## config.mk

```make
export PLATFORM = sky130hd
export DESIGN_NAME = porter_duff_pixel_blend_flat
export DESIGN_NICKNAME = d
export VERILOG_FILES = /design/src/sv/pdb_pkg.sv /design/src/sv/pdb_ifs.sv /design/src/sv/pdb_decode.sv /design/src/sv/pdb_lane.sv /design/src/sv/porter_duff_pixel_blend.sv /design/src/flat_wrapper.sv
export SDC_FILE = /design/constraint.sdc
export NUM_CORES = 2
export LEC_CHECK = 0
export BUFFER_PORTS_ARGS = -buffer_cell sky130_fd_sc_hd__buf_4
export CAP_MARGIN = 20
export CORE_AREA = 10 10 366 368
export DETAILED_ROUTE_END_ITERATION = 6
export DIE_AREA = 0 0 376 378
export SLEW_MARGIN = 40
export SYNTH_ARGS = -nofsm -noshare
export SYNTH_HDL_FRONTEND = slang
export SYNTH_HIERARCHICAL = 1
export SYNTH_SLANG_ARGS = --single-unit
```

## constraint.sdc

```tcl
create_clock -name clk -period 5.7 [get_ports clk]
set_input_delay 0 -clock clk [delete_from_list [all_inputs] [get_ports clk]]
set_output_delay 0 -clock clk [all_outputs]
set_load 0.1 [all_outputs]
```

## src/sv/pdb_pkg.sv

```systemverilog
`timescale 1ns / 1ps
// ----------------------------------------------------------------------------
// pdb_pkg
// Shared types, mode codes and operand-forming functions for the
// Porter-Duff pixel blender.
// ----------------------------------------------------------------------------
package pdb_pkg;

  localparam int unsigned ChanW  = 8;
  localparam int unsigned NumCh  = 4;
  localparam int unsigned PixelW = ChanW * NumCh;
  localparam int unsigned ModeW  = 4;

  typedef logic [ChanW-1:0]  chan_t;
  typedef logic [PixelW-1:0] pixel_t;

  // compositing modes
  typedef enum logic [ModeW-1:0] {
    MODE_CLEAR   = 4'd0,
    MODE_SRC     = 4'd1,
    MODE_DST     = 4'd2,
    MODE_SRCOVER = 4'd3,
    MODE_DSTOVER = 4'd4,
    MODE_SRCIN   = 4'd5,
    MODE_DSTIN   = 4'd6,
    MODE_SRCOUT  = 4'd7,
    MODE_DSTOUT  = 4'd8,
    MODE_SRCATOP = 4'd9,
    MODE_DSTATOP = 4'd10,
    MODE_XOR     = 4'd11
  } mode_t;

  localparam mode_t ModeReset = MODE_SRCOVER;

  // per channel: result = sat8(a + div255(m1*x + m2*y))
  typedef struct packed {
    chan_t x;
    chan_t y;
    chan_t a;
  } lane_op_t;

  typedef struct packed {
    chan_t              m1;
    chan_t              m2;
    lane_op_t [NumCh-1:0] lane;  // lane 3 is alpha
  } blend_op_t;

  // stage load enables for the channel lanes
  typedef struct packed {
    logic en2;
    logic en3;
    logic en4;
  } lane_ctrl_t;

  function automatic chan_t alpha_of(pixel_t p);
    return p[PixelW-1 -: ChanW];
  endfunction

  // plain pass of a pixel (all factors zero)
  function automatic blend_op_t op_pass(pixel_t p);
    blend_op_t o;
    o = '0;
    for (int k = 0; k < NumCh; k++) o.lane[k].a = p[ChanW*k +: ChanW];
    return o;
  endfunction

  // every channel of p scaled by f/255
  function automatic blend_op_t op_scale(pixel_t p, chan_t f);
    blend_op_t o;
    o = '0;
    o.m1 = f;
    for (int k = 0; k < NumCh; k++) o.lane[k].x = p[ChanW*k +: ChanW];
    return o;
  endfunction

  // p + q*(255-pa)/255, also serves p + out(q,p)
  function automatic blend_op_t op_over(pixel_t p, pixel_t q);
    blend_op_t o;
    o = '0;
    o.m1 = ~alpha_of(p);
    for (int k = 0; k < NumCh; k++) begin
      o.lane[k].a = p[ChanW*k +: ChanW];
      o.lane[k].x = q[ChanW*k +: ChanW];
    end
    return o;
  endfunction

  // full atop: (qa*p + (255-pa)*q)/255
  function automatic blend_op_t op_atop(pixel_t p, pixel_t q);
    blend_op_t o;
    o = '0;
    o.m1 = alpha_of(q);
    o.m2 = ~alpha_of(p);
    for (int k = 0; k < NumCh; k++) begin
      o.lane[k].x = p[ChanW*k +: ChanW];
      o.lane[k].y = q[ChanW*k +: ChanW];
    end
    return o;
  endfunction

  // atop mode with its shortcuts
  function automatic blend_op_t op_atop_mode(pixel_t p, pixel_t q);
    chan_t pa;
    chan_t qa;
    blend_op_t o;
    pa = alpha_of(p);
    qa = alpha_of(q);
    if (pa == 8'd0)        o = op_pass(q);
    else if (qa == 8'd0)   o = '0;
    else if (qa == 8'hff)  o = (pa == 8'hff) ? op_pass(p) : op_over(p, q);
    else if (pa == 8'hff)  o = op_scale(p, qa);
    else                   o = op_atop(p, q);
    return o;
  endfunction

  // (255-sa)*d + (255-da)*s
  function automatic blend_op_t xor_terms(pixel_t s, pixel_t d);
    blend_op_t o;
    o = '0;
    o.m1 = ~alpha_of(s);
    o.m2 = ~alpha_of(d);
    for (int k = 0; k < NumCh; k++) begin
      o.lane[k].x = d[ChanW*k +: ChanW];
      o.lane[k].y = s[ChanW*k +: ChanW];
    end
    return o;
  endfunction

endpackage

```

## src/sv/pdb_ifs.sv

```systemverilog
`timescale 1ns / 1ps
// ----------------------------------------------------------------------------
// pdb_ifs
// Valid/ready channels for pixel pairs going in and blended pixels coming out.
// ----------------------------------------------------------------------------
interface pdb_in_if;
  logic             valid;
  logic             ready;
  pdb_pkg::pixel_t  src_pixel;
  pdb_pkg::pixel_t  dst_pixel;

  modport source (output valid, output src_pixel, output dst_pixel, input ready);
  modport sink   (input valid, input src_pixel, input dst_pixel, output ready);
endinterface

interface pdb_out_if;
  logic             valid;
  logic             ready;
  pdb_pkg::pixel_t  out_pixel;

  modport source (output valid, output out_pixel, input ready);
  modport sink   (input valid, input out_pixel, output ready);
endinterface

```

## src/sv/pdb_decode.sv

```systemverilog
`timescale 1ns / 1ps
// ----------------------------------------------------------------------------
// pdb_decode
// Turns mode, source and destination into multiply-add operands, taking the
// alpha 0 / alpha 255 shortcuts of each mode that has them.
// ----------------------------------------------------------------------------
module pdb_decode (
  input  pdb_pkg::mode_t     mode,
  input  pdb_pkg::pixel_t    src,
  input  pdb_pkg::pixel_t    dst,
  output pdb_pkg::blend_op_t op
);
  import pdb_pkg::*;

  chan_t sa;
  chan_t da;

  assign sa = alpha_of(src);
  assign da = alpha_of(dst);

  // per-mode operand selection
  always_comb begin
    op = '0;
    case (mode)
      MODE_CLEAR: op = '0;
      MODE_SRC:   op = op_pass(src);
      MODE_DST:   op = op_pass(dst);
      MODE_SRCOVER: begin
        if (da == 8'd0 || sa == 8'hff) op = op_pass(src);
        else if (sa == 8'd0)           op = op_pass(dst);
        else                           op = op_over(src, dst);
      end
      MODE_DSTOVER: begin
        if (sa == 8'd0 || da == 8'hff) op = op_pass(dst);
        else if (da == 8'd0)           op = op_pass(src);
        else                           op = op_over(dst, src);
      end
      MODE_SRCIN: begin
        if (da == 8'd0 || sa == 8'd0)  op = '0;
        else if (da == 8'hff)          op = op_pass(src);
        else                           op = op_scale(src, da);
      end
      MODE_DSTIN: begin
        if (sa == 8'd0 || da == 8'd0)  op = '0;
        else if (sa == 8'hff)          op = op_pass(dst);
        else                           op = op_scale(dst, sa);
      end
      MODE_SRCOUT: begin
        if (da == 8'hff || sa == 8'd0) op = '0;
        else if (da == 8'd0)           op = op_pass(src);
        else                           op = op_scale(src, ~da);
      end
      MODE_DSTOUT: begin
        if (sa == 8'hff || da == 8'd0) op = '0;
        else if (sa == 8'd0)           op = op_pass(dst);
        else                           op = op_scale(dst, ~sa);
      end
      MODE_SRCATOP: op = op_atop_mode(src, dst);
      MODE_DSTATOP: op = op_atop_mode(dst, src);
      MODE_XOR: begin
        if (da == 8'd0)       op = (sa == 8'd0) ? '0 : op_pass(src);
        else if (sa == 8'd0)  op = op_pass(dst);
        else if (da == 8'hff) op = (sa == 8'hff) ? '0 : op_scale(dst, ~sa);
        else if (sa == 8'hff) op = op_scale(src, ~da);
        else                  op = xor_terms(src, dst);
      end
      default: op = op_pass(dst);
    endcase
  end

endmodule

```

## src/sv/pdb_lane.sv

```systemverilog
`timescale 1ns / 1ps
// ----------------------------------------------------------------------------
// pdb_lane
// One colour channel: multiply, rounded divide by 255, add and saturate,
// over three register stages.
// ----------------------------------------------------------------------------
module pdb_lane (
  input  logic                clk,
  input  pdb_pkg::lane_ctrl_t ctrl,
  input  pdb_pkg::chan_t      m1,
  input  pdb_pkg::chan_t      m2,
  input  pdb_pkg::lane_op_t   op,
  output pdb_pkg::chan_t      res
);
  import pdb_pkg::*;

  localparam int unsigned ProdW = 2 * ChanW;
  localparam int unsigned SumW  = ProdW + 1;
  localparam int unsigned MulW  = SumW + 9;
  localparam int unsigned QuotW = MulW - ProdW;

  logic [ProdW-1:0] p1_r, p1_nxt;
  logic [ProdW-1:0] p2_r, p2_nxt;
  chan_t            a2_r;
  logic [QuotW-1:0] t_r, t_nxt;
  chan_t            a3_r;
  chan_t            res_r, res_nxt;

  logic [SumW-1:0]  sum;
  logic [MulW-1:0]  mul257;
  logic [QuotW:0]   total;

  // stage 2: the two products
  assign p1_nxt = m1 * op.x;
  assign p2_nxt = m2 * op.y;

  // stage 3: (v + 128) * 257 >> 16
  assign sum    = SumW'(p1_r) + SumW'(p2_r) + SumW'(128);
  assign mul257 = MulW'(sum) + (MulW'(sum) << 8);
  assign t_nxt  = mul257[MulW-1 -: QuotW];

  // stage 4: add the pass term and saturate
  assign total   = (QuotW+1)'(a3_r) + (QuotW+1)'(t_r);
  assign res_nxt = (total > (QuotW+1)'(255)) ? 8'hff : total[ChanW-1:0];

  always_ff @(posedge clk) begin
    if (ctrl.en2) begin
      p1_r <= p1_nxt;
      p2_r <= p2_nxt;
      a2_r <= op.a;
    end
    if (ctrl.en3) begin
      t_r  <= t_nxt;
      a3_r <= a2_r;
    end
    if (ctrl.en4) begin
      res_r <= res_nxt;
    end
  end

  assign res = res_r;

endmodule

```

## src/sv/porter_duff_pixel_blend.sv

```systemverilog
`timescale 1ns / 1ps
// An accepted word passes the operand, product, quotient and result registers
// on its way to out_ch. One pixel per cycle while out_ch is ready; the four
// stages are decode, multiply, divide-by-255 and add/saturate, each with its own valid bit.
// A stalled output holds its stage; empty stages ahead still fill.
// Reset (rst_n low, synchronous) empties the pipeline and sets the mode
// register to src-over.
// ----------------------------------------------------------------------------
// porter_duff_pixel_blend
// Porter-Duff compositing of premultiplied ARGB8888 pixels, twelve modes.
// ----------------------------------------------------------------------------
module porter_duff_pixel_blend (
  input  logic                clk,
  input  logic                rst_n,
  input  logic                cfg_we,
  input  logic [pdb_pkg::ModeW-1:0] cfg_wdata,
  pdb_in_if.sink              in_ch,
  pdb_out_if.source           out_ch
);
  import pdb_pkg::*;

  mode_t      mode_r;
  blend_op_t  op_nxt;
  blend_op_t  op_r;
  logic       v1_r, v2_r, v3_r, v4_r;
  logic       rdy1, rdy2, rdy3, rdy4;
  lane_ctrl_t lane_ctrl;
  chan_t [NumCh-1:0] res;

  // mode register
  always_ff @(posedge clk) begin
    if (!rst_n) begin
      mode_r <= ModeReset;
    end else if (cfg_we) begin
      mode_r <= mode_t'(cfg_wdata);
    end
  end

  // stage readiness, collapsing bubbles
  assign rdy4 = !v4_r || out_ch.ready;
  assign rdy3 = !v3_r || rdy4;
  assign rdy2 = !v2_r || rdy3;
  assign rdy1 = !v1_r || rdy2;
  assign in_ch.ready = rdy1;

  // valid bits
  always_ff @(posedge clk) begin
    if (!rst_n) begin
      v1_r <= 1'b0;
      v2_r <= 1'b0;
      v3_r <= 1'b0;
      v4_r <= 1'b0;
    end else begin
      if (rdy1) v1_r <= in_ch.valid;
      if (rdy2) v2_r <= v1_r;
      if (rdy3) v3_r <= v2_r;
      if (rdy4) v4_r <= v3_r;
    end
  end

  // stage 1: decode into operands
  pdb_decode u_decode (
    .mode (mode_r),
    .src  (in_ch.src_pixel),
    .dst  (in_ch.dst_pixel),
    .op   (op_nxt)
  );

  always_ff @(posedge clk) begin
    if (rdy1) op_r <= op_nxt;
  end

  assign lane_ctrl.en2 = rdy2;
  assign lane_ctrl.en3 = rdy3;
  assign lane_ctrl.en4 = rdy4;

  // stages 2 to 4: one lane per channel
  for (genvar k = 0; k < NumCh; k++) begin : g_lane
    pdb_lane u_lane (
      .clk  (clk),
      .ctrl (lane_ctrl),
      .m1   (op_r.m1),
      .m2   (op_r.m2),
      .op   (op_r.lane[k]),
      .res  (res[k])
    );
  end

  assign out_ch.valid     = v4_r;
  assign out_ch.out_pixel = res;

endmodule

```

## src/flat_wrapper.sv

```systemverilog
// flat-port wrapper written by rule: the top's interface ports become plain ports
module porter_duff_pixel_blend_flat import pdb_pkg::*;
  (clk, rst_n, cfg_we, cfg_wdata, in_ch_valid, in_ch_src_pixel, in_ch_dst_pixel, in_ch_ready, out_ch_valid, out_ch_out_pixel, out_ch_ready);
  pdb_in_if in_ch_i ();
  pdb_out_if out_ch_i ();
  input  logic clk;
  input  logic rst_n;
  input  logic cfg_we;
  input  logic [pdb_pkg::ModeW-1:0] cfg_wdata;
  input wire logic [$bits(in_ch_i.valid)-1:0] in_ch_valid;
  input wire logic [$bits(in_ch_i.src_pixel)-1:0] in_ch_src_pixel;
  input wire logic [$bits(in_ch_i.dst_pixel)-1:0] in_ch_dst_pixel;
  output wire logic [$bits(in_ch_i.ready)-1:0] in_ch_ready;
  output wire logic [$bits(out_ch_i.valid)-1:0] out_ch_valid;
  output wire logic [$bits(out_ch_i.out_pixel)-1:0] out_ch_out_pixel;
  input wire logic [$bits(out_ch_i.ready)-1:0] out_ch_ready;
  assign in_ch_i.valid = in_ch_valid;
  assign in_ch_i.src_pixel = in_ch_src_pixel;
  assign in_ch_i.dst_pixel = in_ch_dst_pixel;
  assign in_ch_ready = in_ch_i.ready;
  assign out_ch_valid = out_ch_i.valid;
  assign out_ch_out_pixel = out_ch_i.out_pixel;
  assign out_ch_i.ready = out_ch_ready;
  porter_duff_pixel_blend u_core (.clk(clk), .rst_n(rst_n), .cfg_we(cfg_we), .cfg_wdata(cfg_wdata), .in_ch(in_ch_i), .out_ch(out_ch_i));
endmodule
```

==> flow_summary.html <==
<table>
<tr><th>Metric</th><th>Value</th></tr>
<tr><th colspan="2">STA</th></tr>
<tr><td>Worst Max-Slew Pin Slew</td><td>838.1 ps</td></tr>
<tr><td>Final Critical Period</td><td>just over 5000 ps</td></tr>
<tr><td>Final setup skew</td><td>51.55 ps</td></tr>
<tr><td>Period Utilization, post-route</td><td>90.25%</td></tr>
<tr><td>Unrepaired setup endpoints after global routing</td><td>false</td></tr>
<tr><td>Summed negative setup slack over all endpoints</td><td>0 ps</td></tr>
<tr><td>Final slew viol count</td><td>0</td></tr>
<tr><td>Relative max-transition margin</td><td>43.79%</td></tr>
<tr><td>Final hold violation count</td><td>0</td></tr>
<tr><td>Total setup violations reported at the end of the flow</td><td>0</td></tr>
<tr><td>Setup slack after layout</td><td>555.6 ps</td></tr>
<tr><td>Max frequency</td><td>slightly below 200 MHz</td></tr>
<tr><th colspan="2">Synthesis</th></tr>
<tr><td>Share of synthesized area occupied by flip-flops and latches</td><td>a little under a third</td></tr>
<tr><td>Post-Syn Nets</td><td>between 4000 and 5000</td></tr>
<tr><td>Async set-or-reset flop fraction in the synthesized netlist</td><td>0%</td></tr>
<tr><td>Synth Area in Compound Gates</td><td>between 10% and 20%</td></tr>
<tr><td>Share of synthesized cell area in full adder, half adder and majority cells</td><td>around a third</td></tr>
<tr><td>Total of flip-flops plus latches after synthesis</td><td>384</td></tr>
<tr><td>Post-synth design cell area</td><td>0.03766 mm2</td></tr>
<tr><td>Dominant combinational cell family by area after synthesis</td><td>adder cells</td></tr>
<tr><td>Number of cells produced by synthesis</td><td>3588</td></tr>
<tr><td>Distinct cell type count after synthesis</td><td>121</td></tr>
<tr><td>Xor-xnor portion of the synthesized cell area</td><td>4.592%</td></tr>
<tr><td>Number of enable-type register cells in the synthesized netlist</td><td>376</td></tr>
<tr><td>Most used flip-flop cell after synthesis</td><td>edfxtp_1</td></tr>
<tr><td>Share of synthesized area spent on multiplexers</td><td>less than 1%</td></tr>
<tr><td>Fraction of the mapped netlist area in simple logic gates</td><td>14.95%</td></tr>
<tr><td>Yosys synthesis warning count</td><td>6</td></tr>
<tr><td>Post-Synthesis Mean Instance Area</td><td>10.50 um2</td></tr>
<tr><th colspan="2">Final layout</th></tr>
<tr><td>Area Overhead vs Synth</td><td>14.79%</td></tr>
<tr><td>Ratio of cells with drive above 1 in the final layout</td><td>8.478%</td></tr>
<tr><td>Final-stage net count</td><td>4667</td></tr>
<tr><td>Layout Cells excl Fill</td><td>5532</td></tr>
<tr><th colspan="2">Place</th></tr>
<tr><td>DP Worst Slack</td><td>587.6 ps</td></tr>
<tr><td># port buffers</td><td>~110</td></tr>
<tr><td>Detail Placement HPWL</td><td>77840 um</td></tr>
<tr><td>Number of cells after detailed placement</td><td>between 5000 and 6000</td></tr>
<tr><td>RD Place Congestion</td><td>0.8919</td></tr>
<tr><th colspan="2">Min path</th></tr>
<tr><td>HP Class</td><td>in -&gt; reg</td></tr>
<tr><th colspan="2">Setup path</th></tr>
<tr><td>Slowest stage cell on the critical path</td><td>edfxtp_1</td></tr>
<tr><td>Top delay family on crit path</td><td>adder cells</td></tr>
<tr><td>Chain of cells forming the critical path</td><td>buf_4 &gt; and2_1 &gt; fa_1 &gt; fa_1 &gt; inv_1 &gt; fa_1 &gt; fa_1 &gt; inv_1 &gt; ha_1 &gt; o21ai_0 &gt; nand2_1 &gt; a21o_1 &gt; a31o_2 &gt; a41o_1 &gt; o41ai_1 &gt; xnor2_1</td></tr>
<tr><td>Worst endpoint data arrival time</td><td>5500 ps</td></tr>
<tr><td>Worst Path Max Fanout</td><td>17</td></tr>
<tr><td>WS Path Type</td><td>reg -&gt; reg</td></tr>
<tr><td>Top cell by count, worst path</td><td>fa_1</td></tr>
<tr><td>Worst setup EP type</td><td>flop</td></tr>
<tr><td>Largest stage delay, worst path</td><td>710 ps</td></tr>
<tr><td>Kind of start point of the critical path</td><td>flop</td></tr>
<tr><td>Data required, critical path</td><td>6050 ps</td></tr>
<tr><td>Buf/Inv on CP</td><td>3</td></tr>
<tr><th colspan="2">Drt</th></tr>
<tr><td>Final antenna-violating net count</td><td>0</td></tr>
<tr><td>Pre-antenna DRT Iters</td><td>6</td></tr>
<tr><td>Routed WL</td><td>100200 um</td></tr>
<tr><td>DR iter-0 viols</td><td>1792</td></tr>
<tr><td>DRC Markers</td><td>0</td></tr>
<tr><td>Post-DR wirelength/cell</td><td>between 15 and 20 um</td></tr>
<tr><td>Vias</td><td>27270</td></tr>
<tr><td>Post-detailed-route via-to-cell ratio</td><td>4.930</td></tr>
<tr><th colspan="2">Pwr</th></tr>
<tr><td>Power density normalized to cell area</td><td>about 330 mW/mm2</td></tr>
<tr><td>Sum of internal, switching and leakage power</td><td>14.36 mW</td></tr>
<tr><td>Worst IR Drop VDD</td><td>around 0.00024 V</td></tr>
<tr><td>Static Leakage</td><td>20.63 nW</td></tr>
<tr><th colspan="2">CTS</th></tr>
<tr><td>TritonCTS clock tree</td><td>done</td></tr>
<tr><td>Number of buffers added by the clock tree synthesis step</td><td>47</td></tr>
<tr><td>H-Tree Level Count</td><td>2</td></tr>
<tr><td>CTS root buf</td><td>clkbuf_16</td></tr>
<tr><td>Clock latency of the later-clocked register in the worst-skew pair</td><td>about 650 ps</td></tr>
<tr><td>Maximum clock path buffer count</td><td>3</td></tr>
<tr><td>Clock net sink count</td><td>384</td></tr>
<tr><td>Clock Pin Slew Worst Setup and Hold Paths</td><td>around 60 ps</td></tr>
<tr><th colspan="2">Floorplan</th></tr>
<tr><td>Die Area</td><td>0.1421 mm2</td></tr>
<tr><td>Io pins</td><td>107</td></tr>
<tr><td>Core Footprint</td><td>0.1267 mm2</td></tr>
<tr><td>Vertical die dimension</td><td>378 um</td></tr>
<tr><td>Starting Density</td><td>29.72%</td></tr>
<tr><td>DIE WIDTH</td><td>376 um</td></tr>
<tr><td>Row cnt</td><td>131</td></tr>
<tr><th colspan="2">Global route</th></tr>
<tr><td>Pin count of the biggest net entering global routing</td><td>about 80</td></tr>
<tr><td>Total congestion overflow</td><td>0</td></tr>
<tr><td>First-pass GRT wire length</td><td>157400 um</td></tr>
<tr><td>GRT Overall Usage</td><td>between 10% and 20%</td></tr>
<tr><td>Via count of the first global-routing pass</td><td>27800</td></tr>
<tr><td>Number of antenna violations at the first check in global routing</td><td>22</td></tr>
<tr><th colspan="2">Outcome</th></tr>
<tr><td>Status</td><td>finished, final reports clean</td></tr>
<tr><th colspan="2">Run</th></tr>
<tr><td>Number of maximum-capacitance constraint violations</td><td>0</td></tr>
</table>
==> cell families (layout without fill, tap and decap cells) <==
logic type,after synthesis,after routing
adder cells (fa/ha/maj),772,772
AND/OR/NAND/NOR,1025,1025
flip-flops,384,384
buffers and inverters,547,816
other,0,13
AO/OA/AOI/OAI,656,656
multiplexers,10,10
XOR/XNOR,194,194
==> worst register-to-register path, delay by kind of cell, from the launching register on <==
family	cells	cell delay, ps
buffers and inverters	3	440
adder cells (fa/ha/maj)	5	2200
AND/OR/NAND/NOR	2	300
XOR/XNOR	1	100
AO/OA/AOI/OAI	5	1140
flip-flops	1	710
==> metal layers <==
metal  GRT usage, %  up-vias  routed length [um]
li1               -    12920                   -
met1          17.78    13350               43560
met2          23.19      793               46350
met3          3.899      194                7668
met4          3.524       12                2586
met5              0        -                  61
==> final timing paths <==
path | start | cells past startpoint | slack (ps) | to
hold / removal | cfg_wdata[0] | 4 | 150 | u_core/mode_r[0]
hold reg to reg | u_core/g_lane[0].u_lane/a2_r[1] | 0 | 410 | u_core/g_lane[0].u_lane/a3_r[1]
setup reg to reg | u_core/op_r[106] | 16 | 560 | u_core/g_lane[2].u_lane/p1_r[15]
setup / recovery | u_core/op_r[106] | 16 | 560 | u_core/g_lane[2].u_lane/p1_r[15]
==> layout make-up <==
class                   count  area (um2)
diodes                     13       32.53
clock buffers              53        1199
clock inverters            31       289.0
fillers                 12690       83470
inverters                 474        1789
multi-input cells        2657       24140
flip-flops and latches    384       11450
well taps                1662        2079
repair buffers            258        2245
==> per-stage QoR <==
stage / instance area (um2) / hold slack [ps] / utilization, %
global route: 43230 / 140.5 / 34.12
CTS: 43170 / 98.05 / 34.07
floorplan: 37660 / 112.6 / -
finish: 43230 / 151.4 / 34.12
detailed placement: 40590 / 231.0 / 32.03
global placement: 40510 / 224.6 / 31.98
==> cell usage after synthesis, types with 9 or more instances <==
master    instances  area [um2]
ha_1            476        5956
inv_1           473        1775
and2_1          420        2628
edfxtp_1        376       11290
fa_1            296        5926
nand2_1         237       889.6
a21oi_1         146       730.7
xnor2_1         144        1261
nor2_1          131       491.7
o21ai_0         125       625.6
a21o_1           54       405.4
a22o_1           54       473.0
xor2_1           46       402.9
nand3_1          35       175.2
nor3_1           34       170.2
clkbuf_1         33       123.9
nor2b_1          31       193.9
nand2b_1         30       187.7
o21bai_1         30       225.2
buf_2            27       135.1
a211oi_1         17       127.6
a32o_1           16       160.2
o21a_1           14       105.1
nand4_1          12       75.07
nor4_1           11       68.82
o211ai_1         11       82.58
or2_2            11       68.82
a221o_1          10       100.1
a22oi_1          10       75.07
a31oi_1          10       62.56
o221ai_1         10       87.58
o41ai_1          10       87.58
a32oi_1           9       78.83
o22a_1            9       78.83
or3_1             9       56.30
==> where the power goes <==
| group | total (mW) | internal [mW] | switching (mW) |
|---|---|---|---|
| combinational | 7.06 | 2.78 | 4.27 |
| sequential | 4.35 | 3.97 | 0.381 |
| clock | 2.95 | 1.66 | 1.29 |
| total | 14.4 | 8.42 | 5.94 |
==> flip-flops by register name (all words and copies together), names as in the netlist <==
name	cells
u_core/g_lane.u_lane/p2_r	64
u_core/g_lane.u_lane/p1_r	64
u_core/v1_r	1
u_core/v3_r	1
u_core/mode_r	4
u_core/v2_r	1
u_core/g_lane.u_lane/a3_r	32
u_core/g_lane.u_lane/t_r	40
u_core/out_ch.valid	1
u_core/g_lane.u_lane/res	32
u_core/op_r	112
u_core/g_lane.u_lane/a2_r	32
==> cell usage in the layout (no fill, tap or decap), drive strengths merged, types with 31 or more instances in the layout <==
| master | netlist | layout |
|---|---|---|
| xnor2 | 148 | 148 |
| a21oi | 150 | 150 |
| dlygate4sd3 | 0 | 109 |
| ha | 476 | 476 |
| edfxtp | 376 | 376 |
| o21ai | 132 | 132 |
| a21o | 57 | 57 |
| nand3 | 38 | 38 |
| fa | 296 | 296 |
| nor3 | 37 | 37 |
| buf | 39 | 149 |
| inv | 474 | 480 |
| and2 | 423 | 423 |
| nor2b | 31 | 31 |
| nand2 | 237 | 237 |
| a22o | 54 | 54 |
| clkbuf | 34 | 53 |
| xor2 | 46 | 46 |
| nor2 | 135 | 135 |
==> repair_timing <==
| item | in CTS | in global routing |
|---|---|---|
| endpoints found under the hold margin | 117 | 0 |
| endpoints found under the setup margin | 0 | 0 |
| resized for setup | 0 | 0 |
| hold buffers | 109 | 0 |
| buffers inserted | 0 | 0 |
Power figures use the tool's default switching activity.
